==> config.mk <==
export PLATFORM = sky130hd
export DESIGN_NAME = gscl_div
export DESIGN_NICKNAME = d
export VERILOG_FILES = /design/src/sv/gscl_pkg.sv /design/src/sv/gscl_div.sv
export SDC_FILE = /design/constraint.sdc
export NUM_CORES = 2
export LEC_CHECK = 0
export ABC_AREA = 1
export BUFFER_PORTS_ARGS = -buffer_cell sky130_fd_sc_hd__buf_2
export CORE_ASPECT_RATIO = 1.25
export CORE_MARGIN = 2
export CORE_UTILIZATION = 30
export DETAILED_ROUTE_END_ITERATION = 7
export GPL_TIMING_DRIVEN = 0
export HOLD_SLACK_MARGIN = 0.15
export SLEW_MARGIN = 10
export SYNTH_ARGS = -nofsm -noshare
export SYNTH_HDL_FRONTEND = slang
export SYNTH_SLANG_ARGS = --single-unit
==> constraint.sdc <==
create_clock -name clk -period 5.6 [get_ports clk]
set_input_delay 0.84 -clock clk [delete_from_list [all_inputs] [get_ports clk]]
set_output_delay 0.84 -clock clk [all_outputs]
set_load 0.02 [all_outputs]
==> src/sv/gscl_pkg.sv <==
package gscl_pkg;

  localparam int NUM_STOPS = 8;
  localparam int IDX_W     = 3;
  localparam int POS_W     = 17;
  localparam int CHAN_W    = 8;
  localparam int NUM_CHAN  = 4;
  localparam int STOP_W    = 50;
  localparam int PROD_W    = POS_W + CHAN_W;
  localparam int NUM_W     = PROD_W + 2;
  localparam int DEN_W     = POS_W + 1;

  // Stop register fields.
  localparam int STOP_VALID_BIT = 49;
  localparam int STOP_POS_LSB   = 32;

  localparam logic [STOP_W-1:0] STOP0_RESET = 50'd562950056066148;
  localparam logic [STOP_W-1:0] STOP1_RESET = 50'd844425184432308;

  typedef enum logic [1:0] {
    KIND_INVALID,
    KIND_SOLID,
    KIND_LERP
  } kind_t;

  // Candidate stop during the nearest-stop search.
  typedef struct packed {
    logic             found;
    logic [POS_W-1:0] pos;
    logic [IDX_W-1:0] idx;
  } cand_t;

  // Data that rides alongside the divider.
  typedef struct packed {
    logic [NUM_CHAN-1:0][CHAN_W-1:0] c0;
    logic [NUM_CHAN-1:0]             neg;
    logic                            cvalid;
  } side_t;

  // Nearest lower candidate; a holds the lower indices and wins ties.
  function automatic cand_t pick_lower(input cand_t a, input cand_t b);
    cand_t r;
    r = (b.found && (!a.found || b.pos > a.pos)) ? b : a;
    return r;
  endfunction

  // Nearest upper candidate; a holds the lower indices and wins ties.
  function automatic cand_t pick_upper(input cand_t a, input cand_t b);
    cand_t r;
    r = (b.found && (!a.found || b.pos < a.pos)) ? b : a;
    return r;
  endfunction

endpackage

==> src/sv/gscl_div.sv <==
// Pipelined restoring divider for four channels, one quotient bit per stage.
module gscl_div (
  input  logic                                      clk,
  input  logic                                      rst,
  input  logic                                      en,
  input  logic                                      in_valid,
  input  logic [gscl_pkg::NUM_CHAN-1:0][gscl_pkg::NUM_W-1:0] num,
  input  logic [gscl_pkg::DEN_W-1:0]                den,
  input  gscl_pkg::side_t                           in_side,
  output logic                                      out_valid,
  output logic [gscl_pkg::NUM_CHAN-1:0][gscl_pkg::CHAN_W-1:0] quot,
  output gscl_pkg::side_t                           out_side
);
  import gscl_pkg::*;

  localparam int NSTG = CHAN_W;

  logic [NSTG:0]                              v;
  logic [NSTG:0][NUM_CHAN-1:0][NUM_W-1:0]     rem;
  logic [NSTG:0][NUM_CHAN-1:0][CHAN_W-1:0]    q;
  logic [NSTG:0][DEN_W-1:0]                   den_s;
  side_t [NSTG:0]                             side_s;

  // Stage zero is the input.
  assign v[0]      = in_valid;
  assign rem[0]    = num;
  assign q[0]      = '0;
  assign den_s[0]  = den;
  assign side_s[0] = in_side;

  for (genvar b = 0; b < NSTG; b++) begin : g_stage
    logic [NUM_W-1:0]                  shifted;
    logic [NUM_CHAN-1:0]               ge;
    logic [NUM_CHAN-1:0][NUM_W-1:0]    rem_next;

    // Trial subtract of the divisor at this quotient bit weight.
    always_comb begin
      shifted = NUM_W'(den_s[b]) << (NSTG - 1 - b);
      for (int c = 0; c < NUM_CHAN; c++) begin
        ge[c]       = rem[b][c] >= shifted;
        rem_next[c] = ge[c] ? rem[b][c] - shifted : rem[b][c];
      end
    end

    always_ff @(posedge clk) begin
      if (rst) begin
        v[b+1] <= 1'b0;
      end else if (en) begin
        v[b+1] <= v[b];
      end
    end

    always_ff @(posedge clk) begin
      if (en) begin
        rem[b+1]    <= rem_next;
        den_s[b+1]  <= den_s[b];
        side_s[b+1] <= side_s[b];
        for (int c = 0; c < NUM_CHAN; c++) begin
          q[b+1][c] <= {q[b][c][CHAN_W-2:0], ge[c]};
        end
      end
    end
  end

  assign out_valid = v[NSTG];
  assign quot      = q[NSTG];
  assign out_side  = side_s[NSTG];

endmodule

==> results.cfg <==
[yosys]
yosysTopAreaCell = edfxtp_1
synthesis.nets = 13200
synthFlopType = edfxtp_1
yosys_warnings = 0
synthTopCellsByArea = edfxtp_1 43%, nand2_1 21%, inv_1 8.5%
avgSynthCellArea_um2 = 7.46
synth_edf_count = 1322
seq_area_frac_synth = 0.428
synth_area_um2 = 93000
synth_most_common_cell = nand2_1
synth_cell_types = 45
synth_cells = 12500
ys_async_sr_fraction = 0
synth_top_area_share = 0.427
synth_common_cells = 5110 x nand2_1, 2111 x inv_1, 1322 x edfxtp_1
synth-seq-cells = 1330

[routing]
drc = 0
vias = 77000
wl_met1_um = 116000
drt_first_pass_iters = 6
routed_wl_um = 278000
wl_met3_um = 10200
viasPerCell = 4.47
drtIter0Drc = 4869
route.met2.wl_um = 131000
wl_per_cell_um = 16.1
postRouteAntennaNets = 0
top_layer_used = met4

[global_route]
track_usage = 0.173
grt_pass1_vias = 74100
antenna_found_initial = 7
grt_overflow = 0
grt_pass1_wl_um = 420000
grt_max_degree = 156

[timing]
max_freq_ghz = 0.244
drv_slew = 0
relSlewSlack = 0.433
worst_slack_ns = 1.51
setup_violations = 0
final-hold-violation-count = 0
holdWs_ns = 0.202
rsz0062_at_grt = no
tns_ns = 0
clock-skew-final_ns = 0.0800
final.period_utilization = 0.731
tightest_slew_ns = 0.851
post-route-min-period_ns = 4.09

[clock_tree]
htreeDepth = 4
clk_path_buf_depth = 4
post-cts-setup-buffers = 0
cts-resized-gates = 0
root_buffer = clkbuf_16
clk_pin_slew_ns = 0.06
cts.sinks = 1330
cts_tree = done
cts_hold_buf = 58
cts_buffers = 166
clock_latency_ns = 0.86

[power_and_ir_drop]
p_leak_nw = 51.0
p_per_area_nw_per_um2 = 417
ir_drop_uv = 224

[floorplanning]
ios = 237
die_w_um = 502
start_util = 0.301
die_area_um2 = 315000
rows = 228
die_h_um = 627
core_area_um2 = 309000

[cells_and_area]
fin_nets = 13700
final_area_um2 = 106000
area_delta_synth_final_pct = 13.6
drive_gt1_frac = 0.0724
fillers = 33000
instances_no_fill = 17200

[placed_design]
pre_cts_ws_ns = 0.620
dp_hpwl_um = 226000
port_buffers = 235
dpl_cell_area_um2 = 99600
gp_congestion = 0.963
placedCellCount = 16900

[setup_path]
end_kind = flop
path_max_fanout = 155
cp-start-kind = input port
cp.arrival_ns = 4.57
required_ns = 6.08
crit_type = in -> reg

[status]
status = finished clean

[flow_run]
drv_cap = 0

[min_path]
min_path_type = in -> reg
-- final cells by class --
| cell class | instances | area [µm²] | area share |
|---|---|---|---|
| Antenna cell | 2 | 5.00 | 0.0000474 |
| Buffer | 178 | 1410 | 0.0133 |
| Clock buffer | 185 | 4250 | 0.0402 |
| Clock inverter | 108 | 1200 | 0.0114 |
| Inverter | 2154 | 8110 | 0.0767 |
| Multi-Input combinational cell | 8815 | 43700 | 0.413 |
| Sequential cell | 1330 | 39900 | 0.377 |
| Tap cell | 4140 | 5180 | 0.0490 |
| Timing Repair Buffer | 302 | 2020 | 0.0191 |
-- sequential cells by signal (all words and copies together), names as in the netlist --
name       count
out_valid      1
side_s       259
v              7
out_side      37
q            112
den_s        126
quot          32
rem          756
-- path summary, 6_finish.rpt --
kind	start	to	slack (ns)	depth (start not counted)
max	en	out_side[19]	1.51	6
min	num[55]	rem[163]	0.20	1
max reg2reg	den_s[72]	rem[624]	2.40	11
min reg2reg	side_s[85]	side_s[122]	0.36	0
-- through the flow --
| stage | power [mW] | util |
|---|---|---|
| final | 44.1 | 0.342 |
| after CTS | 44.4 | 0.342 |
| after global placement | 33.5 | 0.322 |
| after floorplan | 28.2 | - |
| after detailed placement | 33.2 | 0.323 |
| after global routing | 47.7 | 0.342 |
-- logic make-up after synthesis --
logic type	count (synthesis)	share of synthesized area
AND/OR/NAND/NOR	7419	0.327
adder cells (fa/ha/maj)	604	0.0835
XOR/XNOR	246	0.0232
buffers and inverters	2332	0.102
AO/OA/AOI/OAI	546	0.0358
flip-flops	1330	0.428
-- routing by layer --
layer | vias to the layer above | global-route usage
li1 | 40400 | -
met1 | 34200 | 0.207
met2 | 1733 | 0.297
met3 | 668 | 0.0173
met4 | 0 | 0.114
met5 | - | 0
-- worst max-delay path, stage by stage --
cell and delay [ns]:
buf_12 0.46, buf_16 0.44, buf_16 0.58, buf_16 0.45
buf_16 0.55, buf_16 0.53
-- power by group --
part | switching [mW] | internal (mW) | total [mW]
clock network | 4.38 | 6.46 | 10.8
logic | 11.8 | 6.25 | 18.1
registers | 1.43 | 13.8 | 15.2
-- cells in the final DEF, fill, tap and decap left out, types with 29 or more instances in the layout --
cell type / n
nand3_1: 800
clkbuf_16: 167
dlygate4sd3_1: 58
nor2_1: 971
nand3b_1: 131
o21ai_0: 66
o21ai_2: 35
inv_1: 2111
edfxtp_1: 1322
clkinv_1: 29
ha_1: 576
nor3_1: 70
buf_2: 263
nand4_1: 178
nor2_2: 41
nand2_1: 5110
inv_2: 34
xnor2_1: 48
xor2_1: 198
a21oi_2: 104
buf_4: 107
buf_6: 40
a21oi_1: 294
(Power assumes the default switching activity.)
